==> src/rtl/msort_pkg.sv <==
// shared types and constants for the merge sorter
`timescale 1ns / 1ps
`default_nettype none

package msort_pkg;

    localparam int CAPACITY = 64;
    localparam int DATA_W   = 32;
    localparam int ADDR_W   = $clog2(CAPACITY);
    localparam int CNT_W    = $clog2(CAPACITY + 1);
    localparam int SUM_W    = CNT_W + 2;

    typedef struct packed {
        logic signed [DATA_W-1:0] value;
        logic                     last;
    } in_item_t;

    typedef struct packed {
        logic signed [DATA_W-1:0] sorted_value;
        logic                     final_res;
        logic                     truncated;
    } out_item_t;

    typedef struct packed {
        logic load;
        logic merge;
        logic emit;
        logic emit_out;
    } dp_cmd_t;

    typedef struct packed {
        logic accept_last;
        logic single;
        logic pass_done;
        logic sort_done;
        logic out_free;
        logic emit_last;
    } dp_sts_t;

endpackage

`default_nettype wire

==> src/rtl/msort_ctrl.sv <==
// sequencer for load, merge passes and emit
`timescale 1ns / 1ps
`default_nettype none

module msort_ctrl (
    input  wire logic              aclk,
    input  wire logic              aresetn,
    input  wire msort_pkg::dp_sts_t sts,
    output msort_pkg::dp_cmd_t     cmd
);

    import msort_pkg::*;

    typedef enum logic [2:0] {
        ST_LOAD,
        ST_PREP,
        ST_MERGE,
        ST_EMIT_ADDR,
        ST_EMIT_DATA
    } state_t;

    state_t  state_reg, state_next;
    dp_cmd_t cmd_reg, cmd_next;

    always_comb begin
        state_next = state_reg;
        case (state_reg)
            ST_LOAD: begin
                if (sts.accept_last) begin
                    state_next = sts.single ? ST_EMIT_ADDR : ST_PREP;
                end
            end
            ST_PREP: begin
                state_next = ST_MERGE;
            end
            ST_MERGE: begin
                if (sts.sort_done) begin
                    state_next = ST_EMIT_ADDR;
                end else if (sts.pass_done) begin
                    state_next = ST_PREP;
                end
            end
            ST_EMIT_ADDR: begin
                state_next = ST_EMIT_DATA;
            end
            ST_EMIT_DATA: begin
                if (sts.out_free) begin
                    state_next = sts.emit_last ? ST_LOAD : ST_EMIT_ADDR;
                end
            end
            default: begin
                state_next = ST_LOAD;
            end
        endcase
    end

    always_comb begin
        cmd_next.load     = (state_next == ST_LOAD);
        cmd_next.merge    = (state_next == ST_MERGE);
        cmd_next.emit     = (state_next == ST_EMIT_ADDR) || (state_next == ST_EMIT_DATA);
        cmd_next.emit_out = (state_next == ST_EMIT_DATA);
    end

    always_ff @(posedge aclk) begin
        if (!aresetn) begin
            state_reg <= ST_LOAD;
            cmd_reg   <= '{load: 1'b1, merge: 1'b0, emit: 1'b0, emit_out: 1'b0};
        end else begin
            state_reg <= state_next;
            cmd_reg   <= cmd_next;
        end
    end

    assign cmd = cmd_reg;

endmodule

`default_nettype wire

==> config.mk <==
export PLATFORM = sky130hd
export DESIGN_NAME = msort_ctrl
export DESIGN_NICKNAME = d
export VERILOG_FILES = /design/src/rtl/msort_pkg.sv /design/src/rtl/msort_ctrl.sv
export SDC_FILE = /design/constraint.sdc
export NUM_CORES = 1
export LEC_CHECK = 0
export ABC_AREA = 1
export BUFFER_PORTS_ARGS = -buffer_cell sky130_fd_sc_hd__buf_2
export CAP_MARGIN = 25
export CORE_AREA = 2 2 39 41
export DETAILED_ROUTE_END_ITERATION = 10
export DIE_AREA = 0 0 41 43
export PLACE_DENSITY = 0.44
export SYNTH_ARGS = -nofsm -noshare
export SYNTH_HDL_FRONTEND = slang
export SYNTH_SLANG_ARGS = --single-unit
==> constraint.sdc <==
create_clock -name aclk -period 2.1 [get_ports aclk]
set_input_delay 0.105 -clock aclk [delete_from_list [all_inputs] [get_ports aclk]]
set_output_delay 0.105 -clock aclk [all_outputs]
set_load 0.01 [all_outputs]
* Word level (Yosys, flattened, before mapping) *
Index checks and enable logic that the tools add are counted.

storage, ports and cells
  flip-flop bits (word level) = 7
  latch bits = 0
  bits in writable memories = 0
  memory bits (read-only) = 0
  word-level logic and storage cells = 22
  memories kept = 0

cells by class
  add/sub/neg operators = 0
  $mul = 0
  divide/modulo/power cells = 0
  magnitude comparators = 0
  equal/unequal tests = 7
  shift operators = 0
  muxes and demuxes = 7
  bitwise gates (word level) = 0
  reductions and logical operators = 3

operators with widths
  operator                                                                number
  3-bit one-hot mux with 5 select lines                                   1
  3-bit by 2-bit equality test with 1-bit output (second input constant)  4
  3-bit two-way mux                                                       4
  3-bit equality test (second input constant)                             2
  3-bit logical NOT                                                       2
  2-bit two-way mux                                                       2
  3-bit by 1-bit equality test with 1-bit output (second input constant)  1
  1-bit logical OR                                                        1

* Depth between registers and ports, before layout *
  depth after elaboration = 5
  mapped depth = 8
  depth with buffers taken out = 8

* Worst setup path after synthesis *
No wires, ideal clock.

  path type = register to register
  start = register state_reg[2]
  end = register cmd_reg (netlist bit cmd[1])
  arrival time = 0.793 ns
  data required time = 1.986 ns
  setup slack = 1.193 ns
  stages on the path, launching flop included = 8
  buffers on the path = 0
  period minus slack after synthesis = 0.907 ns
  path through = dfxtp_1 inv_1 nand2_1 nor2_1 nand2_1 nand3_1 nand3_1 nand2_1

on the way
  cells in the longest elaborated chain, start to end = 5
  elaborated cells between the ends (all ways) = 13

RTL lines
  what                                                                                   RTL line          text
  from (decl)                                                                            msort_ctrl.sv:22  state_t state_reg, state_next;
  from (signal assigned)                                                                 msort_ctrl.sv:69  state_reg <= state_next;
  3-bit two-way mux                                                                      msort_ctrl.sv:39  end else if (sts.pass_done) begin
  3-bit two-way mux                                                                      msort_ctrl.sv:37  if (sts.sort_done) begin
  3-bit one-hot mux with 5 select lines *                                                msort_ctrl.sv:27  case (state_reg)
  3-bit by 2-bit equality test with 1-bit output or 3-bit equality test (tied branches)  msort_ctrl.sv:60  cmd_next.emit = (state_next == ST_EMIT_ADDR) || (state_next == ST_EMIT_DATA);
  1-bit logical OR *                                                                     msort_ctrl.sv:60
  to (signal assigned)                                                                   msort_ctrl.sv:67  cmd_reg <= '{load: 1'b1, merge: 1'b0, emit: 1'b0, emit_out: 1'b0};
  to (signal assigned)                                                                   msort_ctrl.sv:70  cmd_reg <= cmd_next;
  to (decl)                                                                              msort_ctrl.sv:23  dp_cmd_t cmd_reg, cmd_next;

Every way passes the cells marked *; elsewhere a longest branch is shown, timed or not.
A chain may end at the register's enable or synchronous reset.

* Final worst setup path *
Same ends and word-level chain as after synthesis.

==> results.sh <==
export IMPL_status="finished, final reports clean"
export IMPL_synth_top_cell_by_area="dfxtp_1"
export IMPL_rsz0062_at_grt="false"
export IMPL_netlist_top_cells_area="dfxtp_1, nand2_1, inv_1"
export IMPL_muxShareOfSynthArea_pct=0
export IMPL_cp_start_kind="flop"
export IMPL_yosysTopAreaCellShare_pct=44.8
export IMPL_highest_layer="met3"
export IMPL_fp_dieH_um=43
export IMPL_syn_area_per_cell_um2=6.38
export IMPL_drt_first_pass_iters=4
export IMPL_seq_area_frac_synth_pct=44.8
export IMPL_tightest_slew_ns=0.188
export IMPL_setup_viol=0
export IMPL_multiInputGateArea_um2=139
export IMPL_grt_overflow_total=0
export IMPL_finClkSkew_ns=0.00317
export IMPL_clk_pin_slew_ns=0.05
export IMPL_finalHoldViolations=0
export IMPL_h_tree_depth=1
export IMPL_synth_most_common_cell="nand2_1"
export IMPL_portBuffers=11
export IMPL_dieArea_mm2=0.00176
export IMPL_power_density_mw_per_mm2=858
export IMPL_vias=319
export IMPL_die_w_um=41
export IMPL_ctsLongestPathBuffers=2
export IMPL_grt_pass1_wl_mm=1.01
export IMPL_ys_ff_latch=7
export IMPL_period_share_pct=48.2
export IMPL_cts_hold_buf=0
export IMPL_post_dp_hpwl_um=518
export IMPL_wl_per_cell_um=8.00
export IMPL_start_util_pct=22.6
export IMPL_fin_ws_ns=1.09
export IMPL_fillers=167
export IMPL_synth_top_family_by_area="simple AND/OR/NAND/NOR gates"
export IMPL_remaining_drc_errors=0
export IMPL_cts_buffers=3
export IMPL_ctsResizeCount=0
export IMPL_wl_um=640
export IMPL_post_place_ws_ns=1.08
export IMPL_synth_xor_area_share_pct=0
export IMPL_max_freq_ghz=0.988
export IMPL_grt_max_degree=6
export IMPL_antenna_left=0
export IMPL_yosys_area_share_simple_pct=41.2
export IMPL_synth_fa_ha_area_share_pct=0
export IMPL_routed_wl_met2_um=286
export IMPL_largest_register_ffs=4
export IMPL_slew_headroom_pct=87.5
export IMPL_tritoncts="yes"
export IMPL_worstPathArrival_ns=1.16
export IMPL_route_met3_wl_um=24
export IMPL_yosys_warnings=0
export IMPL_syn_nets=57
export IMPL_regArea_um2=140
export IMPL_synthArstFlopShare_pct=0
export IMPL_maxCapViolations=0
export IMPL_diodes=0
export IMPL_critPathCaptureType="flop"
export IMPL_hp_class="primary input to flop"
export IMPL_num_nets_final=73
export IMPL_first_global_vias=284
export IMPL_crit_fanout=5
export IMPL_synth_area_um2=313
export IMPL_crit_required_ns=2.24
export IMPL_antenna_found_initial=0
export IMPL_synth_edff_count=0
export IMPL_via_per_inst=3.99
export IMPL_wl_met1_um=329
export IMPL_power_leakage_nw=0.250
export IMPL_drive_gt1_share_pct=23.4
export IMPL_area_growth_pct=32.4
export IMPL_clock_sinks=7
export IMPL_globalplace_congestion=0.666
export IMPL_fin_crit_ns=1.01
export IMPL_track_usage_pct=8.96
export IMPL_ios=12
export IMPL_vdd_drop_max_mv=0.274
export IMPL_synthFlopType="dfxtp_1"
export IMPL_clock_latency_ns=0.25
export IMPL_postCtsSetupBuffers=0
export IMPL_first_iter_violations=8
export IMPL_synth_compound_area_share_pct=3.20
export IMPL_synth_commonest_cells="nand2_1, inv_1, dfxtp_1"
export IMPL_stdcell_count=80
export IMPL_maxSlewViolCount=0
export IMPL_setup_worst_path_class="flop to flop"
export IMPL_core_area_mm2=0.00138
export IMPL_synth_cell_types=9
export IMPL_placedCellCount=76
export IMPL_placementRows=14
export IMPL_setup_tns_ns=0
export IMPL_cts_root_buf="clkbuf_4"
export IMPL_syn_inst=49
-- critical path: stages, from the launching register on --
cell	delay, ns
dfxtp_1	0.39
inv_1	0.09
nand2_1	0.08
nor2_1	0.04
nand2_1	0.06
nand3_1	0.10
nand3_1	0.10
nand2_1	0.04
-- path summary, 6_finish.rpt --
path         slack, ns  endpoint  cells past startpoint    startpoint
min reg2reg       0.64    cmd[3]                      4  state_reg[1]
max               1.09    cmd[1]                      7  state_reg[2]
min               0.07    cmd[3]                      2       aresetn
max reg2reg       1.09    cmd[1]                      7  state_reg[2]
-- kinds of logic after synthesis --
| logic type | after synthesis |
|---|---|
| simple gates | 31 |
| buf+inv | 9 |
| compound gates | 2 |
| flops | 7 |
-- report_power, final --
part           switching (mW)  leakage, nW  internal, mW
clock network          0.0472       0.0150        0.0724
registers              0.0106       0.0577         0.149
logic                  0.0448        0.177        0.0313
total                   0.103        0.250         0.253
-- cells in the final DEF (no fill, tap or decap) --
| master | netlist | layout |
|---|---|---|
| buf_2 | 0 | 11 |
| clkbuf_4 | 0 | 3 |
| nand2_1 | 17 | 17 |
| o21ai_0 | 1 | 1 |
| nand4_1 | 1 | 1 |
| clkbuf_1 | 0 | 1 |
| a21oi_1 | 1 | 1 |
| inv_1 | 9 | 9 |
| nand3_1 | 6 | 6 |
| dfxtp_1 | 7 | 7 |
| nor2_1 | 6 | 6 |
| nor2_2 | 1 | 1 |
-- per-layer routing --
layer,track usage (%),up-vias
met5,0,-
met4,8.00,0
met3,3.14,0
met2,11.9,8
met1,10.7,134
li1,-,177
-- final cells by class --
cell class	instances	area share, %
well taps	16	4.83
flip-flops and latches	7	33.8
clock buffers	4	6.34
repair buffers	11	13.3
multi-input cells	33	33.5
inverters	9	8.16
-- through the flow --
step	util, %	area (µm²)	power [mW]	hold WS (ns)
floorplan	-	313	0.212	0.174
global placement	28.0	388	0.240	0.332
detailed placement	28.0	388	0.240	0.324
CTS	29.9	414	0.363	0.0635
global route	29.9	414	0.384	0.0641
finish	29.9	414	0.355	0.0707
Power figures use the tool's default switching activity.
